<file path="src/design/biq_pkg.sv">
// shared types and constants for the biquad filter
package biq_pkg;

  localparam int COEF_BITS      = 24;
  localparam int CFG_INDEX_BITS = 3;
  localparam int CFG_DATA_BITS  = 24;
  localparam int STEP_BITS      = 3;
  localparam logic [STEP_BITS-1:0] LAST_STEP = 3'd7;

  localparam logic signed [COEF_BITS-1:0] B0_RESET = 24'sd2097152;

  typedef enum logic [CFG_INDEX_BITS-1:0] {
    REG_B0   = 3'd0,
    REG_B1   = 3'd1,
    REG_B2   = 3'd2,
    REG_A1   = 3'd3,
    REG_A2   = 3'd4,
    REG_FORM = 3'd5
  } cfg_reg_t;

  typedef enum logic [2:0] {
    ACC_HOLD     = 3'd0,
    ACC_LOAD     = 3'd1,
    ACC_LOAD_ADD = 3'd2,
    ACC_ADD      = 3'd3,
    ACC_SUB      = 3'd4
  } acc_op_t;

  typedef struct packed {
    logic    mul_en;
    acc_op_t acc_op;
  } mac_ctrl_t;

endpackage

</file>
<file path="src/design/biq_if.sv">
// valid/ready channel interfaces for samples, results and configuration
interface biq_in_if #(parameter int SAMPLE_BITS = 16) ();
  logic                          valid;
  logic                          ready;
  logic signed [SAMPLE_BITS-1:0] sample;
  logic                          clear_state;

  modport source (output valid, sample, clear_state, input ready);
  modport sink (input valid, sample, clear_state, output ready);
endinterface

interface biq_out_if #(parameter int SAMPLE_BITS = 16) ();
  logic                          valid;
  logic                          ready;
  logic signed [SAMPLE_BITS-1:0] filtered;
  logic                          saturated;

  modport source (output valid, filtered, saturated, input ready);
  modport sink (input valid, filtered, saturated, output ready);
endinterface

interface biq_cfg_if import biq_pkg::*; ();
  logic                      valid;
  logic                      ready;
  logic [CFG_INDEX_BITS-1:0] index;
  logic [CFG_DATA_BITS-1:0]  data;

  modport source (output valid, index, data, input ready);
  modport sink (input valid, index, data, output ready);
endinterface

</file>
<file path="src/design/biq_mac.sv">
// shared multiply-accumulate unit with output rounding and delay clipping
module biq_mac import biq_pkg::*; #(
  parameter int SAMPLE_BITS    = 16,
  parameter int COEF_FRAC_BITS = 21
) (
  input  logic                                    clk,
  input  mac_ctrl_t                               ctrl,
  input  logic signed [COEF_BITS-1:0]             coef,
  input  logic signed [SAMPLE_BITS-1:0]           data,
  input  logic signed [SAMPLE_BITS+COEF_BITS-1:0] ld,
  output logic signed [SAMPLE_BITS-1:0]           y_round,
  output logic                                    y_hit,
  output logic signed [SAMPLE_BITS+COEF_BITS-1:0] d_clip,
  output logic                                    d_hit
);

  localparam int DELAY_BITS = SAMPLE_BITS + COEF_BITS;
  localparam int ACC_BITS   = DELAY_BITS + 4;
  localparam logic signed [ACC_BITS-1:0] HALF =
    ACC_BITS'(1) <<< (COEF_FRAC_BITS - 1);

  logic signed [DELAY_BITS-1:0] prod;
  logic signed [ACC_BITS-1:0]   acc;
  logic signed [ACC_BITS-1:0]   prod_ext;
  logic signed [ACC_BITS-1:0]   ld_ext;
  logic signed [ACC_BITS-1:0]   rnd_sum;
  logic signed [ACC_BITS-1:0]   shifted;
  logic [ACC_BITS-SAMPLE_BITS:0] y_upper;
  logic [ACC_BITS-DELAY_BITS:0]  d_upper;
  logic                          y_fits;
  logic                          d_fits;

  assign prod_ext = ACC_BITS'(prod);
  assign ld_ext   = ACC_BITS'(ld);

  always_ff @(posedge clk) begin
    if (ctrl.mul_en) begin
      prod <= coef * data;
    end
    case (ctrl.acc_op)
      ACC_HOLD:     acc <= acc;
      ACC_LOAD:     acc <= ld_ext;
      ACC_LOAD_ADD: acc <= ld_ext + prod_ext;
      ACC_ADD:      acc <= acc + prod_ext;
      ACC_SUB:      acc <= acc - prod_ext;
      default:      acc <= acc;
    endcase
  end

  // add half, floor shift, saturate to sample width
  assign rnd_sum = acc + HALF;
  assign shifted = rnd_sum >>> COEF_FRAC_BITS;
  assign y_upper = shifted[ACC_BITS-1:SAMPLE_BITS-1];
  assign y_fits  = (&y_upper) | ~(|y_upper);
  assign y_hit   = ~y_fits;

  always_comb begin
    if (y_fits) begin
      y_round = shifted[SAMPLE_BITS-1:0];
    end else if (shifted[ACC_BITS-1]) begin
      y_round = {1'b1, {(SAMPLE_BITS-1){1'b0}}};
    end else begin
      y_round = {1'b0, {(SAMPLE_BITS-1){1'b1}}};
    end
  end

  // accumulator delay saturation
  assign d_upper = acc[ACC_BITS-1:DELAY_BITS-1];
  assign d_fits  = (&d_upper) | ~(|d_upper);
  assign d_hit   = ~d_fits;

  always_comb begin
    if (d_fits) begin
      d_clip = acc[DELAY_BITS-1:0];
    end else if (acc[ACC_BITS-1]) begin
      d_clip = {1'b1, {(DELAY_BITS-1){1'b0}}};
    end else begin
      d_clip = {1'b0, {(DELAY_BITS-1){1'b1}}};
    end
  end

endmodule

</file>
<file path="src/design/biquad_iir_filter_top.sv">
// biquad iir filter section, top level with sequencer and state
//
// feed carries one signed sample word with a clear_state bit; result returns
// one filtered word with a saturated flag; cfg writes coefficient registers
// b0, b1, b2, a1, a2 (signed q2.frac) and form_select (0 transposed df2,
// 1 df1). cfg is always ready; the user must write it only while the filter
// is idle, as the block itself does not enforce it. after a word is accepted
// the filter runs eight steps of one shared multiplier and accumulator, five
// products per sample; result.valid rises once the last step finishes and
// feed is ready again in that same cycle, so no new word is taken while one
// is running. clear_state zeroes all delays before its word is filtered.
// result is held in an output register; a new word is taken while it waits,
// and the last step waits for the receiver if the register is still full.
// reset (synchronous, active high) loads b0 = 1.0, the other registers and
// all delays to zero, and empties the output register.
module biquad_iir_filter_top import biq_pkg::*; #(
  parameter int COEF_FRAC_BITS = 21,
  parameter int SAMPLE_BITS    = 16
) (
  input logic     clk,
  input logic     rst,
  biq_in_if.sink  feed,
  biq_out_if.source result,
  biq_cfg_if.sink cfg
);

  localparam int DELAY_BITS = SAMPLE_BITS + COEF_BITS;

  typedef enum logic [1:0] {
    ST_IDLE = 2'b01,
    ST_RUN  = 2'b10
  } state_t;

  state_t                 state;
  logic [STEP_BITS-1:0]   step;
  logic                   accept;
  logic                   last;
  logic                   finish;

  logic signed [COEF_BITS-1:0] coef_b0;
  logic signed [COEF_BITS-1:0] coef_b1;
  logic signed [COEF_BITS-1:0] coef_b2;
  logic signed [COEF_BITS-1:0] coef_a1;
  logic signed [COEF_BITS-1:0] coef_a2;
  logic                        form_sel;

  logic signed [SAMPLE_BITS-1:0] x;
  logic signed [SAMPLE_BITS-1:0] y;
  logic                          hit;
  logic signed [DELAY_BITS-1:0]  d1;
  logic signed [DELAY_BITS-1:0]  d2;
  logic signed [SAMPLE_BITS-1:0] y1;
  logic signed [SAMPLE_BITS-1:0] y2;
  logic signed [SAMPLE_BITS-1:0] x1;
  logic signed [SAMPLE_BITS-1:0] x2;

  logic signed [SAMPLE_BITS-1:0] filtered;
  logic                          saturated;
  logic                          out_valid;
  logic                          sat_final;

  mac_ctrl_t                     ctrl;
  logic signed [COEF_BITS-1:0]   mul_coef;
  logic signed [SAMPLE_BITS-1:0] mul_data;
  logic signed [DELAY_BITS-1:0]  ld;
  logic signed [SAMPLE_BITS-1:0] y_round;
  logic                          y_hit;
  logic signed [DELAY_BITS-1:0]  d_clip;
  logic                          d_hit;

  assign feed.ready = (state == ST_IDLE);
  assign accept     = feed.valid && feed.ready;
  assign last       = (state == ST_RUN) && (step == LAST_STEP);
  assign finish     = last && (!out_valid || result.ready);

  assign cfg.ready  = 1'b1;

  assign result.valid     = out_valid;
  assign result.filtered  = filtered;
  assign result.saturated = saturated;

  assign x1 = d1[SAMPLE_BITS-1:0];
  assign x2 = d2[SAMPLE_BITS-1:0];
  assign sat_final = form_sel ? hit : (hit | d_hit);

  // configuration registers
  always_ff @(posedge clk) begin
    if (rst) begin
      coef_b0  <= B0_RESET;
      coef_b1  <= '0;
      coef_b2  <= '0;
      coef_a1  <= '0;
      coef_a2  <= '0;
      form_sel <= 1'b0;
    end else if (cfg.valid && cfg.ready) begin
      case (cfg_reg_t'(cfg.index))
        REG_B0:   coef_b0  <= cfg.data;
        REG_B1:   coef_b1  <= cfg.data;
        REG_B2:   coef_b2  <= cfg.data;
        REG_A1:   coef_a1  <= cfg.data;
        REG_A2:   coef_a2  <= cfg.data;
        REG_FORM: form_sel <= cfg.data[0];
        default:  ;
      endcase
    end
  end

  // sequencer
  always_ff @(posedge clk) begin
    if (rst) begin
      state <= ST_IDLE;
      step  <= '0;
    end else begin
      case (state)
        ST_IDLE: begin
          if (accept) begin
            state <= ST_RUN;
            step  <= '0;
          end
        end
        ST_RUN: begin
          if (step != LAST_STEP) begin
            step <= step + 3'd1;
          end else if (finish) begin
            state <= ST_IDLE;
          end
        end
        default: state <= ST_IDLE;
      endcase
    end
  end

  // operand selection per step
  always_comb begin
    ctrl.mul_en = 1'b0;
    ctrl.acc_op = ACC_HOLD;
    mul_coef    = coef_b0;
    mul_data    = x;
    ld          = '0;
    if (state == ST_RUN) begin
      if (!form_sel) begin
        case (step)
          3'd0: begin
            ctrl.mul_en = 1'b1;
            ctrl.acc_op = ACC_LOAD;
            ld          = d1;
          end
          3'd1: begin
            ctrl.mul_en = 1'b1;
            ctrl.acc_op = ACC_ADD;
            mul_coef    = coef_b1;
          end
          3'd2: begin
            ctrl.acc_op = ACC_LOAD_ADD;
            ld          = d2;
          end
          3'd3: begin
            ctrl.mul_en = 1'b1;
            mul_coef    = coef_a1;
            mul_data    = y;
          end
          3'd4: begin
            ctrl.mul_en = 1'b1;
            ctrl.acc_op = ACC_SUB;
            mul_coef    = coef_b2;
          end
          3'd5: begin
            ctrl.mul_en = 1'b1;
            ctrl.acc_op = ACC_LOAD_ADD;
            mul_coef    = coef_a2;
            mul_data    = y;
          end
          3'd6: ctrl.acc_op = ACC_SUB;
          default: ;
        endcase
      end else begin
        case (step)
          3'd0: begin
            ctrl.mul_en = 1'b1;
            ctrl.acc_op = ACC_LOAD;
          end
          3'd1: begin
            ctrl.mul_en = 1'b1;
            ctrl.acc_op = ACC_ADD;
            mul_coef    = coef_b1;
            mul_data    = x1;
          end
          3'd2: begin
            ctrl.mul_en = 1'b1;
            ctrl.acc_op = ACC_ADD;
            mul_coef    = coef_b2;
            mul_data    = x2;
          end
          3'd3: begin
            ctrl.mul_en = 1'b1;
            ctrl.acc_op = ACC_ADD;
            mul_coef    = coef_a1;
            mul_data    = y1;
          end
          3'd4: begin
            ctrl.mul_en = 1'b1;
            ctrl.acc_op = ACC_SUB;
            mul_coef    = coef_a2;
            mul_data    = y2;
          end
          3'd5: ctrl.acc_op = ACC_SUB;
          default: ;
        endcase
      end
    end
  end

  biq_mac #(
    .SAMPLE_BITS    (SAMPLE_BITS),
    .COEF_FRAC_BITS (COEF_FRAC_BITS)
  ) u_mac (
    .clk     (clk),
    .ctrl    (ctrl),
    .coef    (mul_coef),
    .data    (mul_data),
    .ld      (ld),
    .y_round (y_round),
    .y_hit   (y_hit),
    .d_clip  (d_clip),
    .d_hit   (d_hit)
  );

  // filter state
  always_ff @(posedge clk) begin
    if (rst) begin
      d1 <= '0;
      d2 <= '0;
      y1 <= '0;
      y2 <= '0;
    end else if (accept) begin
      if (feed.clear_state) begin
        d1 <= '0;
        d2 <= '0;
        y1 <= '0;
        y2 <= '0;
      end
    end else if (state == ST_RUN) begin
      if (!form_sel) begin
        if (step == 3'd5) begin
          d1 <= d_clip;
        end
        if (finish) begin
          d2 <= d_clip;
        end
      end else if (finish) begin
        d1 <= {{(DELAY_BITS-SAMPLE_BITS){x[SAMPLE_BITS-1]}}, x};
        d2 <= {{(DELAY_BITS-SAMPLE_BITS){x1[SAMPLE_BITS-1]}}, x1};
        y1 <= y;
        y2 <= y1;
      end
    end
  end

  // sample, output and saturation flag
  always_ff @(posedge clk) begin
    if (accept) begin
      x   <= feed.sample;
      hit <= 1'b0;
    end else if (state == ST_RUN) begin
      if ((!form_sel && step == 3'd2) || (form_sel && step == 3'd6)) begin
        y   <= y_round;
        hit <= hit | y_hit;
      end else if (!form_sel && step == 3'd5) begin
        hit <= hit | d_hit;
      end
    end
    if (finish) begin
      filtered  <= y;
      saturated <= sat_final;
    end
  end

  always_ff @(posedge clk) begin
    if (rst) begin
      out_valid <= 1'b0;
    end else if (finish) begin
      out_valid <= 1'b1;
    end else if (result.ready) begin
      out_valid <= 1'b0;
    end
  end

  a_start: assert property (@(posedge clk) disable iff (rst)
    accept |=> (state == ST_RUN) && (step == '0))
    else $error("sequencer did not start at step zero");

  a_step: assert property (@(posedge clk) disable iff (rst)
    (state == ST_RUN) && (step != LAST_STEP) |=>
      (state == ST_RUN) && (step == STEP_BITS'($past(step) + 3'd1)))
    else $error("step counter did not advance");

  a_finish: assert property (@(posedge clk) disable iff (rst)
    finish |=> result.valid && (state == ST_IDLE))
    else $error("finished word not presented");

  a_clear: assert property (@(posedge clk) disable iff (rst)
    accept && feed.clear_state |=> (d1 == '0) && (d2 == '0) && (y1 == '0) && (y2 == '0))
    else $error("delays not cleared");

endmodule

</file>
<file path="src/flat_wrapper.sv">
// flat-port wrapper written by rule: the top's interface ports become plain ports
module biquad_iir_filter_top_flat import biq_pkg::*;
#(
  parameter int COEF_FRAC_BITS = 21,
  parameter int SAMPLE_BITS    = 16
)
  (clk, rst, feed_valid, feed_sample, feed_clear_state, feed_ready, result_valid, result_filtered, result_saturated, result_ready, cfg_valid, cfg_index, cfg_data, cfg_ready);
  biq_in_if #(.SAMPLE_BITS(SAMPLE_BITS)) feed_i ();
  biq_out_if #(.SAMPLE_BITS(SAMPLE_BITS)) result_i ();
  biq_cfg_if cfg_i ();
  input logic clk;
  input logic rst;
  input wire logic [$bits(feed_i.valid)-1:0] feed_valid;
  input wire logic [$bits(feed_i.sample)-1:0] feed_sample;
  input wire logic [$bits(feed_i.clear_state)-1:0] feed_clear_state;
  output wire logic [$bits(feed_i.ready)-1:0] feed_ready;
  output wire logic [$bits(result_i.valid)-1:0] result_valid;
  output wire logic [$bits(result_i.filtered)-1:0] result_filtered;
  output wire logic [$bits(result_i.saturated)-1:0] result_saturated;
  input wire logic [$bits(result_i.ready)-1:0] result_ready;
  input wire logic [$bits(cfg_i.valid)-1:0] cfg_valid;
  input wire logic [$bits(cfg_i.index)-1:0] cfg_index;
  input wire logic [$bits(cfg_i.data)-1:0] cfg_data;
  output wire logic [$bits(cfg_i.ready)-1:0] cfg_ready;
  assign feed_i.valid = feed_valid;
  assign feed_i.sample = feed_sample;
  assign feed_i.clear_state = feed_clear_state;
  assign feed_ready = feed_i.ready;
  assign result_valid = result_i.valid;
  assign result_filtered = result_i.filtered;
  assign result_saturated = result_i.saturated;
  assign result_i.ready = result_ready;
  assign cfg_i.valid = cfg_valid;
  assign cfg_i.index = cfg_index;
  assign cfg_i.data = cfg_data;
  assign cfg_ready = cfg_i.ready;
  biquad_iir_filter_top #(.COEF_FRAC_BITS(COEF_FRAC_BITS), .SAMPLE_BITS(SAMPLE_BITS)) u_core (.clk(clk), .rst(rst), .feed(feed_i), .result(result_i), .cfg(cfg_i));
endmodule
</file>
<file path="config.mk">
export PLATFORM = sky130hd
export DESIGN_NAME = biquad_iir_filter_top_flat
export DESIGN_NICKNAME = d
export VERILOG_FILES = /design/src/design/biq_pkg.sv /design/src/design/biq_if.sv /design/src/design/biq_mac.sv /design/src/design/biquad_iir_filter_top.sv /design/src/flat_wrapper.sv
export SDC_FILE = /design/constraint.sdc
export NUM_CORES = 2
export LEC_CHECK = 0
export BUFFER_PORTS_ARGS = -buffer_cell sky130_fd_sc_hd__buf_2
export CORE_MARGIN = 2
export CORE_UTILIZATION = 35
export DETAILED_ROUTE_END_ITERATION = 6
export MAX_ROUTING_LAYER = met4
export SLEW_MARGIN = 20
export SYNTH_ARGS = -nofsm -noshare
export SYNTH_HDL_FRONTEND = slang
export SYNTH_SLANG_ARGS = --single-unit
</file>
<file path="constraint.sdc">
create_clock -name clk -period 15.48 [get_ports clk]
set_clock_uncertainty 0.2 [all_clocks]
set_input_delay 3.096 -clock clk [delete_from_list [all_inputs] [get_ports clk]]
set_output_delay 3.096 -clock clk [all_outputs]
set_load 0.005 [all_outputs]
</file>
==> impl_metrics.yaml <==
logic_synthesis:
  synth.avg_cell_area_um2: 8.44
  synth_ff_type: "dfxtp_1"
  synth_edf_count: 133
  synth_top_area_share_pct: 21.3
  synthTopCellsByCount: "614 x nand2_1, 499 x inv_1, 387 x nor2_1"
  yosysWarningCount: 0
  synth_cell_types: 83
  ys_seq_area_share_pct: 24.8
  synth_nets: 4822
  synthCells: 4208
  syn_area_um2: 35500
  yosysTopAreaCell: "fa_1"
  synth-seq-cells: 373
  post-synth-top-count-cell: "nand2_1"
  netlist_top_cells_area: "fa_1 21%, dfxtp_1 14%, edfxtp_1 11%"
  synthArstFlopShare_pct: 0
power:
  pwr-share-clk_pct: 36.7
  p_sw_share_pct: 32.8
  irDropWorstVdd_mv: 0.0728
  switchingPower_mw: 0.977
  finalPower_mw: 2.98
  p_int_mw: 2.00
  seqPwrFrac_pct: 36.2
  p_comb_share_pct: 27.1
  p_leak_nw: 16.3
  power_density_nw_per_um2: 76.6
global_routing:
  antenna_found_initial: 0
  grt_pass1_wl_um: 181000
  grt_pass1_vias: 30448
  use_met3_pct: 2.52
  use_met2_pct: 36.9
  top_usage_layer: "met2"
  gr-total-overflow: 0
  grt_max_degree: 90
  grtUsageMet1_pct: 30.4
  grt_usage_pct: 23.1
timing:
  finalHoldViolCount: 0
  setup_ws_ns: 5.28
  fmax_mhz: 98.1
  period_needed_ns: 10.20
  finalSetupTns_ns: 0
  max-slew-margin-rel_pct: 21.3
  finalCritPeriodShare_pct: 65.9
  rsz0062_at_grt: "false"
  final_max_slew_viol_count: 0
  worstMarginPinSlew_ns: 1.17
  setup_violations: 0
clock_tree:
  numCtsBuffers: 43
  hold_buffers: 0
  cts_setup_buffers: 0
  clkLatencyLatePin_ns: 0.62
  htreeDepth: 2
  path_clk_slew_ns: 0.06
  root_buffer: "clkbuf_16"
  cts.path.max_buffers: 3
  post_cts_resized: 0
  cts.sinks: 373
  cts_tree: "done"
setup_path:
  end_kind: "flip-flop"
  crit_path_start_kind: "flip-flop"
  critPathBufInv: 6
  crit_top_cell: "fa_1"
  worstPathRequired_ns: 15.61
  r2r_slack_ns: 5.28
  timing.rr.start: "u_core.step[1]"
  crit_arrival_ns: 10.32
  r2r-end: "u_core.u_mac.prod[38]"
  rr_worst_depth: 30
  slowest_delay_ns: 0.83
  critPathTopFamily: "compound AO/OA/AOI/OAI gates"
  worstSetupPathType: "reg2reg"
  cp_max_fo: 50
  slowest_stage: "o21a_1"
floorplan:
  core_um2: 100000
  num_rows: 116
  die_h_um: 322
  die_area_um2: 104000
  die_w_um: 322
  initial_utilization_pct: 35.4
  io_pins: 69
routing:
  drt-initial-drc-count: 3112
  detail_route.first_pass.iterations: 6
  num_vias: 30702
  drcViolationCount: 0
  ant_nets: 0
  wire_per_inst_um: 21.0
  routed_wl_um: 117000
  viasPerCell: 5.52
place:
  gp_congestion: 0.955
  hpwlAfterDp_um: 86700
  dpl_worst_slack_ns: 5.35
  io_buffers: 67
final_layout:
  final_net_count: 4787
  nFillCells: 10180
  drive_gt1_share_pct: 6.06
  area_growth_pct: 9.63
flow_run:
  maxCapViolations: 0
min_path:
  hold_end: "u_core.y2[8]"
  min_delay_path_depth: 2
  hp-start: "u_core.y2[8]"
  hold_class: "reg2reg"
outcome:
  outcome: "finished clean"
## how the worst max path moves through the flow
| stage | startpoint | endpoint | slack [ns] | depth (start not counted) |
|---|---|---|---|---|
| finish | u_core.step[1] | u_core.u_mac.prod[38] | 5.28 | 30 |
| global route | u_core.step[0] | u_core.u_mac.prod[39] | 4.74 | 33 |
| detailed placement | u_core.step[1] | u_core.u_mac.prod[38] | 5.35 | 30 |
| global placement | u_core.step[0] | u_core.u_mac.prod[38] | 5.52 | 29 |
| CTS | u_core.step[1] | u_core.u_mac.prod[38] | 5.34 | 30 |
| floorplan | u_core.step[0] | u_core.u_mac.prod[38] | 6.78 | 31 |
## layout make-up
class | count | area (um^2) | area share (%)
Tap cell | 1357 | 1700 | 4.36
Clock inverter | 16 | 235 | 0.604
Clock buffer | 62 | 1270 | 3.26
Antenna cell | 1 | 2.50 | 0.00643
Timing Repair Buffer | 132 | 850 | 2.18
Sequential cell | 373 | 8800 | 22.6
Inverter | 500 | 1880 | 4.82
Multi-Input combinational cell | 3123 | 24200 | 62.1
## cell usage in the layout, fill, tap and decap left out, types with 10 or more instances in the layout
| master | synthesis | final |
|---|---|---|
| a221oi_1 | 42 | 42 |
| a22oi_1 | 124 | 123 |
| a22o_1 | 11 | 11 |
| nand2b_1 | 40 | 39 |
| ha_1 | 188 | 188 |
| inv_1 | 499 | 499 |
| o22ai_1 | 11 | 10 |
| buf_4 | 1 | 63 |
| nor3_1 | 49 | 47 |
| nand2_1 | 614 | 614 |
| buf_2 | 1 | 66 |
| and3_1 | 20 | 20 |
| xor2_1 | 68 | 67 |
| o21ai_1 | 25 | 25 |
| o221ai_1 | 13 | 12 |
| a21o_1 | 91 | 91 |
| xnor2_1 | 98 | 98 |
| fa_1 | 377 | 377 |
| o21bai_1 | 12 | 12 |
| a21oi_1 | 378 | 368 |
| o21a_1 | 51 | 51 |
| a2111oi_0 | 23 | 23 |
| nor2_1 | 387 | 382 |
| a211oi_1 | 13 | 13 |
| nand4_1 | 16 | 16 |
| dfxtp_1 | 240 | 239 |
| a211o_1 | 11 | 11 |
| and2_1 | 21 | 21 |
| clkbuf_16 | 0 | 44 |
| o21ai_0 | 120 | 118 |
| nand3_1 | 78 | 77 |
| clkbuf_8 | 0 | 10 |
| edfxtp_1 | 133 | 133 |
| a222oi_1 | 11 | 11 |
| nor2b_1 | 45 | 43 |
| o211ai_1 | 33 | 33 |
| a31oi_1 | 23 | 23 |
| or3_1 | 10 | 10 |
## power by group through the flow
| stage | clock [mW] | sequential, mW | combinational, mW |
|---|---|---|---|
| 2_1_floorplan | 0 | 1.09 | 0.571 |
| 3_3_place_gp | 0 | 1.10 | 0.788 |
| 3_5_place_dp | 0 | 1.10 | 0.799 |
| 4_1_cts | 1.11 | 1.08 | 0.804 |
| 5_1_grt | 1.15 | 1.08 | 0.911 |
| 6_report | 1.09 | 1.08 | 0.808 |
## cells by family after synthesis
group           Yosys count  share of synthesized area [%]
flops                   373                           24.8
other cells               1                         0.0106
simple gates           1325                           16.1
mux                      12                          0.381
xor+xnor                166                           4.10
fa+ha+maj               565                           27.9
buf+inv                 712                           7.54
compound gates         1054                           19.2
## metal layers
layer / up-vias / share of wire, % / routed length (um)
li1: 14107 / - / -
met1: 15155 / 43 / 50100
met2: 1203 / 46 / 53800
met3: 237 / 6.9 / 8020
met4: 0 / 4.0 / 4670
met5: - / 0 / 0
## sequential cells by signal, summed over array words and instances, names as in the netlist
register,cells
u_core.y,16
u_core.u_mac.acc,44
u_core.result.valid,1
u_core.x,16
u_core.coef_a1,24
u_core.state,2
u_core.result.filtered,16
u_core.step,3
u_core.d2,40
u_core.u_mac.prod,40
u_core.y1,16
u_core.form_sel,1
u_core.y2,16
u_core.coef_b0,24
u_core.hit,1
u_core.result.saturated,1
u_core.d1,40
u_core.coef_a2,24
u_core.coef_b2,24
u_core.coef_b1,24
## stage by stage
| step | cells | area (um^2) | util (%) | hold WS, ns |
|---|---|---|---|---|
| 2_1_floorplan | 4208 | 35500 | - | 0.231 |
| 3_3_place_gp | 5483 | 37400 | 37.3 | 0.238 |
| 3_5_place_dp | 5483 | 37400 | 37.3 | 0.243 |
| 4_1_cts | 5561 | 38900 | 38.8 | 0.251 |
| 5_1_grt | 5563 | 38900 | 38.8 | 0.267 |
| 6_report | 5564 | 38900 | 38.8 | 0.252 |
## tightest hold or removal path, delay by kind of cell (launching register included)
| family | cells | cell delay (ns) |
|---|---|---|
| AOI/OAI and AO/OA | 1 | 0.05 |
| DFF | 1 | 0.31 |
| and+or+nand+nor | 1 | 0.05 |
Note: power is estimated with default switching activity, not from simulation.
